<file path="src/hw/rtl/ucp_pkg.sv">
// ucp_pkg: shared types, constants and helper functions for the UART RGB command parser.
// No dependencies; imported by ucp_ctrl, ucp_dp and uart_rgb_command_parser.

package ucp_pkg;

	localparam int LINE_CHARS = 12;
	localparam int IDX_W      = $clog2(LINE_CHARS);
	localparam int CNT_W      = $clog2(LINE_CHARS + 1);

	// event kinds
	localparam logic [2:0] KIND_ECHO       = 3'd0;
	localparam logic [2:0] KIND_ERASE      = 3'd1;
	localparam logic [2:0] KIND_RAINBOW_ON = 3'd2;
	localparam logic [2:0] KIND_LEDS       = 3'd3;
	localparam logic [2:0] KIND_ERROR      = 3'd4;
	localparam logic [2:0] KIND_FRAME      = 3'd5;

	// item command codes
	localparam logic CMD_CHAR = 1'b0;
	localparam logic CMD_TICK = 1'b1;

	// character codes
	localparam logic [7:0] CHAR_NUL   = 8'd0;
	localparam logic [7:0] CHAR_CR    = 8'd13;
	localparam logic [7:0] CHAR_DEL   = 8'd127;
	localparam logic [7:0] CHAR_SPACE = 8'h20;
	localparam logic [7:0] CHAR_HASH  = 8'h23;
	localparam logic [7:0] CHAR_D     = 8'h44;
	localparam logic [7:0] CHAR_SIX   = 8'h36;
	localparam logic [7:0] CHAR_EIGHT = 8'h38;

	// colour line layout: '#', six hex digits, 'D', led digit
	localparam int POS_HASH    = 0;
	localparam int POS_HEX_LO  = 1;
	localparam int POS_HEX_HI  = 6;
	localparam int POS_D       = 7;
	localparam int POS_LED     = 8;
	localparam int RAINBOW_LEN = 12;

	localparam logic [7:0] RAINBOW_WORD [RAINBOW_LEN] = '{
		8'h23, 8'h46, 8'h55, 8'h4C, 8'h4C, 8'h52,
		8'h41, 8'h49, 8'h4E, 8'h42, 8'h4F, 8'h57
	};

	typedef struct packed {
		logic       cmd;
		logic [7:0] rx_byte;
	} in_item_t;

	typedef struct packed {
		logic [2:0]  event_kind;
		logic [7:0]  echo_byte;
		logic [23:0] led_first;
		logic [23:0] led_second;
		logic [23:0] led_third;
	} out_item_t;

	// controller -> datapath
	typedef struct packed {
		logic take;
		logic do_tick;
		logic do_erase;
		logic do_echo;
		logic scan_start;
		logic scan_step;
		logic do_line_end;
		logic load_out;
	} dp_cmd_t;

	// datapath -> controller
	typedef struct packed {
		logic item_avail;
		logic is_tick;
		logic is_cr;
		logic is_del;
		logic line_empty;
		logic line_full;
		logic rainbow_on;
		logic scan_last;
		logic out_free;
	} dp_status_t;

	// upper-case hex digit: {valid, value}
	function automatic logic [4:0] hex_nibble(input logic [7:0] c);
		logic [4:0] r;
		r = 5'd0;
		if (c >= 8'h30 && c <= 8'h39) begin
			r = {1'b1, c[3:0]};
		end else if (c >= 8'h41 && c <= 8'h46) begin
			r = {1'b1, 4'(c[3:0] + 4'd9)};
		end
		return r;
	endfunction

	// colour wheel, 0xRRGGBB
	function automatic logic [23:0] wheel_colour(input logic [7:0] pos);
		logic [7:0] p;
		logic [7:0] q;
		logic [7:0] t;
		logic [23:0] r;
		p = 8'd255 - pos;
		if (p < 8'd85) begin
			q = p;
		end else if (p < 8'd170) begin
			q = p - 8'd85;
		end else begin
			q = p - 8'd170;
		end
		t = 8'(q * 8'd3);
		if (p < 8'd85) begin
			r = {8'd255 - t, 8'd0, t};
		end else if (p < 8'd170) begin
			r = {8'd0, t, 8'd255 - t};
		end else begin
			r = {t, 8'd255 - t, 8'd0};
		end
		return r;
	endfunction

endpackage

</file>
<file path="src/hw/rtl/ucp_ctrl.sv">
// ucp_ctrl: sequencing state machine of the command parser.
// Depends on ucp_pkg; drives ucp_dp through dp_cmd_t and reads dp_status_t.

module ucp_ctrl import ucp_pkg::*; (
	input  logic       clk,
	input  logic       arst_n,
	input  dp_status_t status,
	output dp_cmd_t    cmd
);

	typedef enum logic [2:0] {
		ST_IDLE,
		ST_DECODE,
		ST_SCAN,
		ST_FINISH,
		ST_EMIT
	} state_t;

	state_t state_q;
	state_t state_d;

	always_comb begin
		cmd     = '0;
		state_d = state_q;
		unique case (state_q)
			ST_IDLE: begin
				cmd.take = 1'b1;
				// leave idle only when an item is actually taken
				if (status.item_avail) begin
					state_d = ST_DECODE;
				end
			end
			ST_DECODE: begin
				priority if (status.is_tick) begin
					if (status.rainbow_on) begin
						cmd.do_tick = 1'b1;
						state_d     = ST_EMIT;
					end else begin
						state_d = ST_IDLE;
					end
				end else if (status.is_cr) begin
					cmd.scan_start = 1'b1;
					state_d        = ST_SCAN;
				end else if (status.is_del) begin
					if (status.line_empty) begin
						state_d = ST_IDLE;
					end else begin
						cmd.do_erase = 1'b1;
						state_d      = ST_EMIT;
					end
				end else begin
					if (status.line_full) begin
						state_d = ST_IDLE;
					end else begin
						cmd.do_echo = 1'b1;
						state_d     = ST_EMIT;
					end
				end
			end
			ST_SCAN: begin
				cmd.scan_step = 1'b1;
				if (status.scan_last) begin
					state_d = ST_FINISH;
				end
			end
			ST_FINISH: begin
				cmd.do_line_end = 1'b1;
				state_d         = ST_EMIT;
			end
			ST_EMIT: begin
				if (status.out_free) begin
					cmd.load_out = 1'b1;
					state_d      = ST_IDLE;
				end
			end
			default: begin
				state_d = ST_IDLE;
			end
		endcase
	end

	always_ff @(posedge clk or negedge arst_n) begin
		if (!arst_n) begin
			state_q <= ST_IDLE;
		end else begin
			state_q <= state_d;
		end
	end

endmodule

</file>
<file path="src/hw/rtl/ucp_dp.sv">
// ucp_dp: line store, LED colours, rainbow state, line scanner and output register.
// Depends on ucp_pkg; commanded by ucp_ctrl.

module ucp_dp import ucp_pkg::*; (
	input  logic       clk,
	input  logic       arst_n,
	input  dp_cmd_t    cmd,
	output dp_status_t status,
	input  logic       item_valid,
	input  in_item_t   item,
	output logic       result_valid,
	input  logic       result_ready,
	output out_item_t  result
);

	in_item_t        item_q;
	logic [7:0]      store_q [LINE_CHARS];
	logic [CNT_W-1:0] fill_q;
	logic [23:0]     leds_q [3];
	logic            rainbow_q;
	logic [7:0]      wheel_q;

	// scanner
	logic [IDX_W-1:0] idx_q;
	logic             ended_q;
	logic             rainbow_ok_q;
	logic             colour_ok_q;
	logic [23:0]      rgb_q;
	logic [1:0]       sel_q;

	out_item_t res_q;
	out_item_t res_d;
	out_item_t out_q;
	logic      out_valid_q;

	logic [7:0]  ch;
	logic        in_text;
	logic [4:0]  nib;
	logic        rainbow_step;
	logic        colour_step;
	logic [23:0] led_new [3];

	assign ch      = store_q[idx_q];
	assign in_text = !ended_q && (CNT_W'(idx_q) < fill_q) && (ch != CHAR_NUL);
	assign nib     = hex_nibble(ch);

	always_comb begin
		rainbow_step = 1'b1;
		if (idx_q < IDX_W'(RAINBOW_LEN)) begin
			rainbow_step = in_text && (ch == RAINBOW_WORD[idx_q[3:0]]);
		end else if (idx_q == IDX_W'(RAINBOW_LEN)) begin
			rainbow_step = !in_text;
		end
	end

	always_comb begin
		if (idx_q == IDX_W'(POS_HASH)) begin
			colour_step = in_text && (ch == CHAR_HASH);
		end else if (idx_q <= IDX_W'(POS_HEX_HI)) begin
			colour_step = in_text && nib[4];
		end else if (idx_q == IDX_W'(POS_D)) begin
			colour_step = in_text && (ch == CHAR_D);
		end else if (idx_q == IDX_W'(POS_LED)) begin
			colour_step = in_text && (ch >= CHAR_SIX) && (ch <= CHAR_EIGHT);
		end else begin
			colour_step = !in_text || (ch == CHAR_SPACE);
		end
	end

	always_comb begin
		for (int i = 0; i < 3; i++) begin
			led_new[i] = (sel_q == 2'(i)) ? rgb_q : leds_q[i];
		end
	end

	assign status.item_avail = item_valid;
	assign status.is_tick    = (item_q.cmd == CMD_TICK);
	assign status.is_cr      = (item_q.rx_byte == CHAR_CR);
	assign status.is_del     = (item_q.rx_byte == CHAR_DEL);
	assign status.line_empty = (fill_q == '0);
	assign status.line_full  = (fill_q >= CNT_W'(LINE_CHARS));
	assign status.rainbow_on = rainbow_q;
	assign status.scan_last  = (idx_q == IDX_W'(LINE_CHARS - 1));
	assign status.out_free   = !out_valid_q || result_ready;

	always_ff @(posedge clk) begin
		if (cmd.take && item_valid) begin
			item_q <= item;
		end
	end

	// line, LEDs, rainbow
	always_ff @(posedge clk or negedge arst_n) begin
		if (!arst_n) begin
			for (int i = 0; i < LINE_CHARS; i++) begin
				store_q[i] <= '0;
			end
			for (int i = 0; i < 3; i++) begin
				leds_q[i] <= '0;
			end
			fill_q    <= '0;
			rainbow_q <= 1'b0;
			wheel_q   <= '0;
		end else begin
			if (cmd.do_tick) begin
				wheel_q <= wheel_q + 8'd1;
			end
			if (cmd.do_echo) begin
				store_q[fill_q[IDX_W-1:0]] <= item_q.rx_byte;
				fill_q <= fill_q + CNT_W'(1);
			end
			if (cmd.do_erase) begin
				store_q[IDX_W'(fill_q - CNT_W'(1))] <= '0;
				fill_q <= fill_q - CNT_W'(1);
			end
			if (cmd.do_line_end) begin
				if (rainbow_ok_q) begin
					rainbow_q <= 1'b1;
				end else if (colour_ok_q) begin
					leds_q[sel_q] <= rgb_q;
					rainbow_q     <= 1'b0;
				end
				for (int i = 0; i < LINE_CHARS; i++) begin
					store_q[i] <= '0;
				end
				fill_q <= '0;
			end
		end
	end

	// scanner walks the whole line one character per cycle
	always_ff @(posedge clk or negedge arst_n) begin
		if (!arst_n) begin
			idx_q        <= '0;
			ended_q      <= 1'b0;
			rainbow_ok_q <= 1'b0;
			colour_ok_q  <= 1'b0;
			sel_q        <= '0;
		end else if (cmd.scan_start) begin
			idx_q        <= '0;
			ended_q      <= 1'b0;
			rainbow_ok_q <= 1'b1;
			colour_ok_q  <= 1'b1;
		end else if (cmd.scan_step) begin
			idx_q        <= status.scan_last ? '0 : idx_q + IDX_W'(1);
			ended_q      <= ended_q || !in_text;
			rainbow_ok_q <= rainbow_ok_q && rainbow_step;
			colour_ok_q  <= colour_ok_q && colour_step;
			if (idx_q == IDX_W'(POS_LED)) begin
				sel_q <= 2'(ch - CHAR_SIX);
			end
		end
	end

	always_ff @(posedge clk) begin
		if (cmd.scan_step && idx_q >= IDX_W'(POS_HEX_LO) && idx_q <= IDX_W'(POS_HEX_HI)) begin
			rgb_q <= {rgb_q[19:0], nib[3:0]};
		end
	end

	// pending result
	always_comb begin
		res_d = res_q;
		if (cmd.do_tick) begin
			res_d            = '0;
			res_d.event_kind = KIND_FRAME;
			res_d.led_first  = wheel_colour(wheel_q);
			res_d.led_second = res_d.led_first;
			res_d.led_third  = res_d.led_first;
		end else if (cmd.do_echo) begin
			res_d            = '0;
			res_d.event_kind = KIND_ECHO;
			res_d.echo_byte  = item_q.rx_byte;
		end else if (cmd.do_erase) begin
			res_d            = '0;
			res_d.event_kind = KIND_ERASE;
		end else if (cmd.do_line_end) begin
			res_d = '0;
			priority if (rainbow_ok_q) begin
				res_d.event_kind = KIND_RAINBOW_ON;
			end else if (colour_ok_q) begin
				res_d.event_kind = KIND_LEDS;
				res_d.led_first  = led_new[0];
				res_d.led_second = led_new[1];
				res_d.led_third  = led_new[2];
			end else begin
				res_d.event_kind = KIND_ERROR;
			end
		end
	end

	always_ff @(posedge clk) begin
		res_q <= res_d;
	end

	// output register
	always_ff @(posedge clk or negedge arst_n) begin
		if (!arst_n) begin
			out_valid_q <= 1'b0;
		end else if (cmd.load_out) begin
			out_valid_q <= 1'b1;
		end else if (result_ready) begin
			out_valid_q <= 1'b0;
		end
	end

	always_ff @(posedge clk) begin
		if (cmd.load_out) begin
			out_q <= res_q;
		end
	end

	assign result_valid = out_valid_q;
	assign result       = out_q;

endmodule

</file>
<file path="src/hw/rtl/uart_rgb_command_parser.sv">
// uart_rgb_command_parser: line-oriented colour command parser for three RGB LEDs.
// Channels: item (cmd, rx_byte) in, result (event_kind, echo_byte, three LED colours) out,
// both valid/ready; an item is taken when item_valid and item_ready are high at a clock edge.
// cmd 0 is a received character, cmd 1 a rainbow timer tick. Each item gives one result
// or none (full line, erase of an empty line, tick with rainbow mode off).
// Flow: one item at a time. A character or tick passes the decode state, then its result
// is loaded into the output register once that is free, raising result_valid; item_ready
// rises at the same time, so the next item goes in once the result is loaded. A carriage
// return walks all LINE_CHARS line positions one character per cycle, then ends the line
// and loads its result. Items with no result free the block straight from decode.
// The result sits in an output register: the next item is accepted while it waits;
// that item's result holds in the datapath until the register is taken.
// Reset clears the line, the LED colours, rainbow mode and the wheel position,
// and drops any pending result.
// Depends on ucp_pkg, ucp_ctrl and ucp_dp.

module uart_rgb_command_parser import ucp_pkg::*; (
	input  logic      clk,
	input  logic      arst_n,
	input  logic      item_valid,
	output logic      item_ready,
	input  in_item_t  item,
	output logic      result_valid,
	input  logic      result_ready,
	output out_item_t result
);

	dp_cmd_t    cmd;
	dp_status_t status;

	ucp_ctrl u_ctrl (
		.clk    (clk),
		.arst_n (arst_n),
		.status (status),
		.cmd    (cmd)
	);

	assign item_ready = cmd.take;

	ucp_dp u_dp (
		.clk          (clk),
		.arst_n       (arst_n),
		.cmd          (cmd),
		.status       (status),
		.item_valid   (item_valid),
		.item         (item),
		.result_valid (result_valid),
		.result_ready (result_ready),
		.result       (result)
	);

endmodule
</file>
<file path="config.mk">
export PLATFORM = sky130hd
export DESIGN_NAME = uart_rgb_command_parser
export DESIGN_NICKNAME = d
export VERILOG_FILES = /design/src/hw/rtl/ucp_pkg.sv /design/src/hw/rtl/ucp_ctrl.sv /design/src/hw/rtl/ucp_dp.sv /design/src/hw/rtl/uart_rgb_command_parser.sv
export SDC_FILE = /design/constraint.sdc
export NUM_CORES = 1
export LEC_CHECK = 0
export BUFFER_PORTS_ARGS = -buffer_cell sky130_fd_sc_hd__buf_2
export CAP_MARGIN = 0
export CORE_MARGIN = 2
export CORE_UTILIZATION = 60
export DETAILED_ROUTE_END_ITERATION = 10
export GPL_ROUTABILITY_DRIVEN = 1
export PLACE_DENSITY = 0.86
export SLEW_MARGIN = 20
export SYNTH_ARGS = -nofsm -noshare
export SYNTH_HDL_FRONTEND = slang
export SYNTH_SLANG_ARGS = --single-unit
</file>
<file path="constraint.sdc">
create_clock -name clk -period 4.9 [get_ports clk]
set_input_delay 0.245 -clock clk [delete_from_list [all_inputs] [get_ports clk]]
set_output_delay 0.245 -clock clk [all_outputs]
set_load 0.005 [all_outputs]
</file>
Yosys cells after proc, flatten, opt, wreduce, memory -nomap -nowiden --
Memory sizes are Yosys's and may differ from the RTL's. Index checks and enable logic that the tools add are counted.
Storage, ports and cells: flip-flop bits (word level) 393, latch bits 0, RAM bits 0, memory bits (read-only) 128, output and inout port bits 85, memories 1
Memory list:
- (no name shown) | depth 16, width 8, read ports 1, clocked after memory_dff 0, write ports 0, RTL line ucp_dp.sv:50 | rainbow_step = in_text && (ch == RAINBOW_WORD[idx_q[3:0]]);
Cells by class: $add $sub $neg 10, multipliers 1, divide/modulo/power cells 0, $lt $le $gt $ge 20, equal/unequal tests 19, shift-type cells 0, multiplexer cells 81, bitwise gates (word level) 8, reduce and logical (&&, ||, !) cells 39
Operators with widths (number):
- two-way mux 96 bit | 3
- two-way mux 83 bit | 3
- two-way mux 72 bit | 3
- two-way mux 24 bit | 6
- AND 96 bit | 1
- bitwise mux 96 bit | 1
- NOT 96 bit | 1
- bitwise mux 72 bit | 1
- two-way mux 8 bit | 9
- demux 8 bit (select 4 bit) | 2
- demux 24 bit (select 2 bit) | 1
- two-way mux 3 bit | 12
- binary-select mux 8 bit (select 4 bit) | 1
- two-way mux 1 bit | 28
- two-way mux 4 bit | 7
- logical AND 1 bit | 18
- equality test 8 x 6 -> 1 bit (second input constant) | 2
- equality test 8 x 7 -> 1 bit (second input constant) | 2
- greater-or-equal comparator 8 x 6 -> 1 bit (second input constant) | 2
- <= comparator 8 x 6 -> 1 bit (second input constant) | 2
- subtractor 8 bit (first input constant) | 2
- greater-or-equal comparator 5 bit (second input constant) | 3
- NOT 4 -> 5 bit | 3
- case mux 3 bit (5 select lines) | 1
- 47 further kinds | 64

Logic depth before layout (Yosys ltp) --
depth in word-level cells 15, mapped depth 22

Hierarchy --
From an unflattened synthesis, not the netlist that was laid out.
Unflattened totals: cell total of the unflattened synthesis 1450, area total of the unflattened synthesis 17693.2 um^2
Modules (own cells, without submodules):
- ucp_dp | instances 1, cells an instance 1426, area each 17450.5 um^2
- ucp_ctrl | instances 1, cells an instance 24, area each 242.7 um^2

Least setup slack after synthesis --
Ideal clock, no wire load.
path kind register to register, start reg u_dp.wheel_q[1], end reg u_dp.res_q[15] (netlist name) (data pin), setup time 261 ps, arrival time 4102 ps, required time 4639 ps, slack 537 ps, stages on the path, launching flop included 22, buffers on the path 1, clock period less this slack 4363 ps, cell sequence dfrtp_1 > ha_1 > o21ai_0 > nand2_1 > a21o_1 > nand2_1 > clkbuf_1 > a211oi_1 > a31o_2 > ha_1 > inv_1 > fa_1 > nor2b_1 > o21ai_0 > a21boi_0 > o21ai_0 > nand2_1 > xnor3_1 > inv_1 > ha_1 > and3_1 > a221o_1
RTL lines:
- start: declaration | RTL line ucp_dp.sv:21 | logic [7:0] wheel_q;
- start signal: assignment | RTL line ucp_dp.sv:106 | wheel_q <= wheel_q + 8'd1;
- end signal: assignment | RTL line ucp_dp.sv:193 | res_q <= res_d;
- end: declaration | RTL line ucp_dp.sv:31 | out_item_t res_q;

==> out/results.txt <==
Area grow syn2layout: 13.19%
Gate power share: 15.1%
Routed Antenna Nets: 0
R2r setup slk: 0.37 ns
Ys Warns: 0
Switch Pwr: 2.231 mW
IO Pins: 98
Largest net degree at the start of global routing: 106
HP Class: primary input to flip-flop
# diodes: 0
Fin Setup TNS: 0 ns
Status: completed
Mean Syn Cell Area: 13.63 um2
First-pass GRT wire length: 59620 um
TritonCTS clock tree: built
Reg-to-reg critical path endpoint: u_dp.res_q[15]
Post-Route M1 WL: 14880 um
Synth Net Count: 1321
Startpoint class of the critical path: flip-flop
Async SR Flop Fraction: 49.36%
Most frequent cells in the layout: 194 x dfrtp_1, 188 x edfxtp_1, 134 x nor2_1
R2r worst-path depth: 20
Synth Instances: 1268
WS Path Type: flip-flop to flip-flop
Sequential share of the synthesized area: 62.02%
P_int: 6.194 mW
Initial antenna violation count: 0
DR WL/cell: 20.92 um
Maxcap violations: 0
Port bufs: 97
WP data required: 5.18 ns
Initial Utilization: 60.55%
Post-CTS setup buffers: 0
Met3 wire len: 2284 um
Hold path depth: 3
Final Hold Vio Count: 0
Lkg Pwr: 8.513 nW
Maximum clock path buffer count: 3
Hold_ws: 0.03148 ns
Commonest non-fill, non-tap cell in the layout: dfrtp_1
Reg power frac: 49.9%
Die ar.: 30180 um2
Reg clk slew, reported paths: 0.06 ns
DRT Wirelength: 37260 um
EDFF count, synth: 188
Routability congestion estimate: 0.8740
Die height: 173.7 um
Final nets: 1421
Clk_lat worst skew: 0.54 ns
Minimum clock period: 4.532 ns
Clk sink count: 393
Slew @ Worst Pin: 0.9538 ns
Hold path startpoint: result_ready
Peak VDD IR: 0.0003946 V
Final setup viols: 0
Worst setup path start: u_dp.wheel_q[1]
Rows: 62
Sw frac: 26.48%
Crit share post-route: 92.48%
Total Power: 8.424 mW
H-tree depth: 2
RSZ-0062 raised after global routing: false
CP Max Fanout: 8
Data arrival time of the critical path: 4.82 ns
WL met2: 18860 um
Core Area: 28550 um2
Slew Limit Fails: 0
Share of cells above drive strength 1: 21.98%
Storage element area: 10720 um2
Root buffer cell: clkbuf_16
Main synth FF type: dfrtp_1
First-iteration detailed-routing DRC count: 911
Layout Skew: 0.02415 ns
Share of total power in the clock network: 35.0%
Area of the multi-input gates: 6163 um2
Uppermost layer routed: met4
R2R Path Start: u_dp.wheel_q[1]
#FFs+latches synth: 393
Library cells used by synthesis: 74
Vias per inst: 6.183
WHS Endpoint: u_dp.result_valid
Post-Syn Area: 17280 um2
Total track usage: 25.02%
F_max: 220.7 MHz
Relative slew slack: 36.28%
Hpwl dp: 24070 um
Vias in the first global route: 11080
Fillers: 1927
Via count: 11010
Cts bufs inserted: 38
Congestion Overflow GR: 0
Drt pass-1 iters: 5
Crit. End Element: flip-flop
# DRC: 0
Power Density: 430.6 nW/um2
DIE WIDTH: 173.7 um
area by class of cell:
| type | count | share of cell area (%) |
|---|---|---|
| sequential | 393 | 54.80 |
| multi-input combinational | 767 | 31.50 |
| clock buffer | 50 | 5.513 |
| timing repair buffer | 133 | 4.087 |
| tap | 384 | 2.456 |
| clock inverter | 19 | 0.9721 |
| inverter | 35 | 0.6715 |
synth_stat cells, types with 5 or more instances:
master / n / share of area [%]
inv_1: 34 / 0.74
buf_2: 9 / 0.26
mux2i_1: 101 / 5.8
dfxtp_1: 11 / 1.3
a21oi_1: 29 / 0.84
nand2_1: 58 / 1.3
a22oi_1: 6 / 0.26
a211oi_1: 6 / 0.26
edfxtp_1: 188 / 33
nand2b_1: 5 / 0.18
ha_1: 39 / 2.8
clkbuf_1: 57 / 1.2
and3_1: 16 / 0.58
a21o_1: 7 / 0.30
mux4_2: 22 / 2.9
a221o_1: 71 / 4.1
nand3_1: 28 / 0.81
a31oi_1: 6 / 0.22
a22o_1: 10 / 0.51
nor2_1: 136 / 3.0
nor3_1: 19 / 0.55
dfrtp_1: 194 / 28
and2_1: 7 / 0.25
o21ai_0: 36 / 1.0
mux2_2: 73 / 4.8
xnor2_1: 19 / 0.96
stage by stage:
step	cells	setup WS (ns)	util [%]	cell area, um2
after CTS	1781	0.2125	68.52	19560
after global placement	1702	0.4205	63.73	18190
after global routing	1781	0.04125	68.53	19560
after floorplan	1268	0.5372	-	17280
final	1781	0.3682	68.53	19560
after detailed placement	1702	0.2638	63.73	18190
layer usage:
metal  global-route usage (%)  vias up
li1                         -     4938
met1                    32.15     5522
met2                    43.16      459
met3                    3.947       93
met4                    9.524        0
met5                        0        -
power by group through the flow:
stage / combinational (mW) / clock (mW) / sequential, mW
global route: 1.41 / 3.13 / 4.25
CTS: 1.27 / 2.99 / 4.20
global placement: 1.20 / 0 / 4.23
detailed placement: 1.25 / 0 / 4.25
finish: 1.27 / 2.95 / 4.20
floorplan: 0.961 / 0 / 4.15
worst max-delay path: stages (launching register included):
cell	delay, ns
dfrtp_1	0.47
ha_1	0.28
o21ai_1	0.21
nand2_1	0.11
a21o_1	0.19
and2_1	0.23
nor2_2	0.20
xnor2_1	0.14
ha_1	0.18
inv_1	0.06
fa_1	0.40
nor2b_1	0.15
o21ai_0	0.11
a21boi_0	0.22
o21ai_1	0.12
nand2_1	0.12
xnor3_1	0.34
inv_1	0.08
ha_1	0.23
and3_1	0.18
a221o_1	0.26
timing repair:
item / in CTS / in global routing
endpoints found under the setup margin: 0 / 6
resized for setup: 0 / 3
hold buffers: 10 / 0
endpoints found under the hold margin: 98 / 0
how the worst max path moves through the flow:
stage	end	slack, ns	cells past startpoint
after floorplan	u_dp.res_q[15]	0.54	21
after global placement	u_dp.res_q[39]	0.42	20
after detailed placement	u_dp.res_q[15]	0.26	20
after CTS	u_dp.res_q[15]	0.21	20
after global routing	u_dp.res_q[15]	0.04	20
final	u_dp.res_q[15]	0.37	20
state kept, by name, indices dropped and copies added (netlist names):
register	count
u_dp.store_q	96
u_dp.res_q	83
u_dp.result	83
u_dp.leds_q	72
u_dp.rgb_q	24
u_dp.item_q	8
u_dp.wheel_q	8
u_dp.fill_q	4
u_dp.idx_q	4
u_ctrl.state_q	3
u_dp.sel_q	2
u_dp.colour_ok_q	1
u_dp.ended_q	1
u_dp.rainbow_ok_q	1
u_dp.rainbow_q	1
u_dp.result_valid	1
u_dp.status	1
kinds of logic (layout without fill, tap and decap cells):
group / after synthesis / after routing / synth area share, %
adders and majority gates: 40 / 40 / 2.939
muxes: 198 / 198 / 13.78
AOI/OAI and AO/OA: 205 / 205 / 9.382
and+or+nand+nor: 300 / 300 / 8.014
xor gates and xnor gates: 24 / 24 / 1.296
buffers and inverters: 108 / 237 / 2.570
DFF: 393 / 393 / 62.02
No activity file was read; power rests on OpenSTA's default activity.
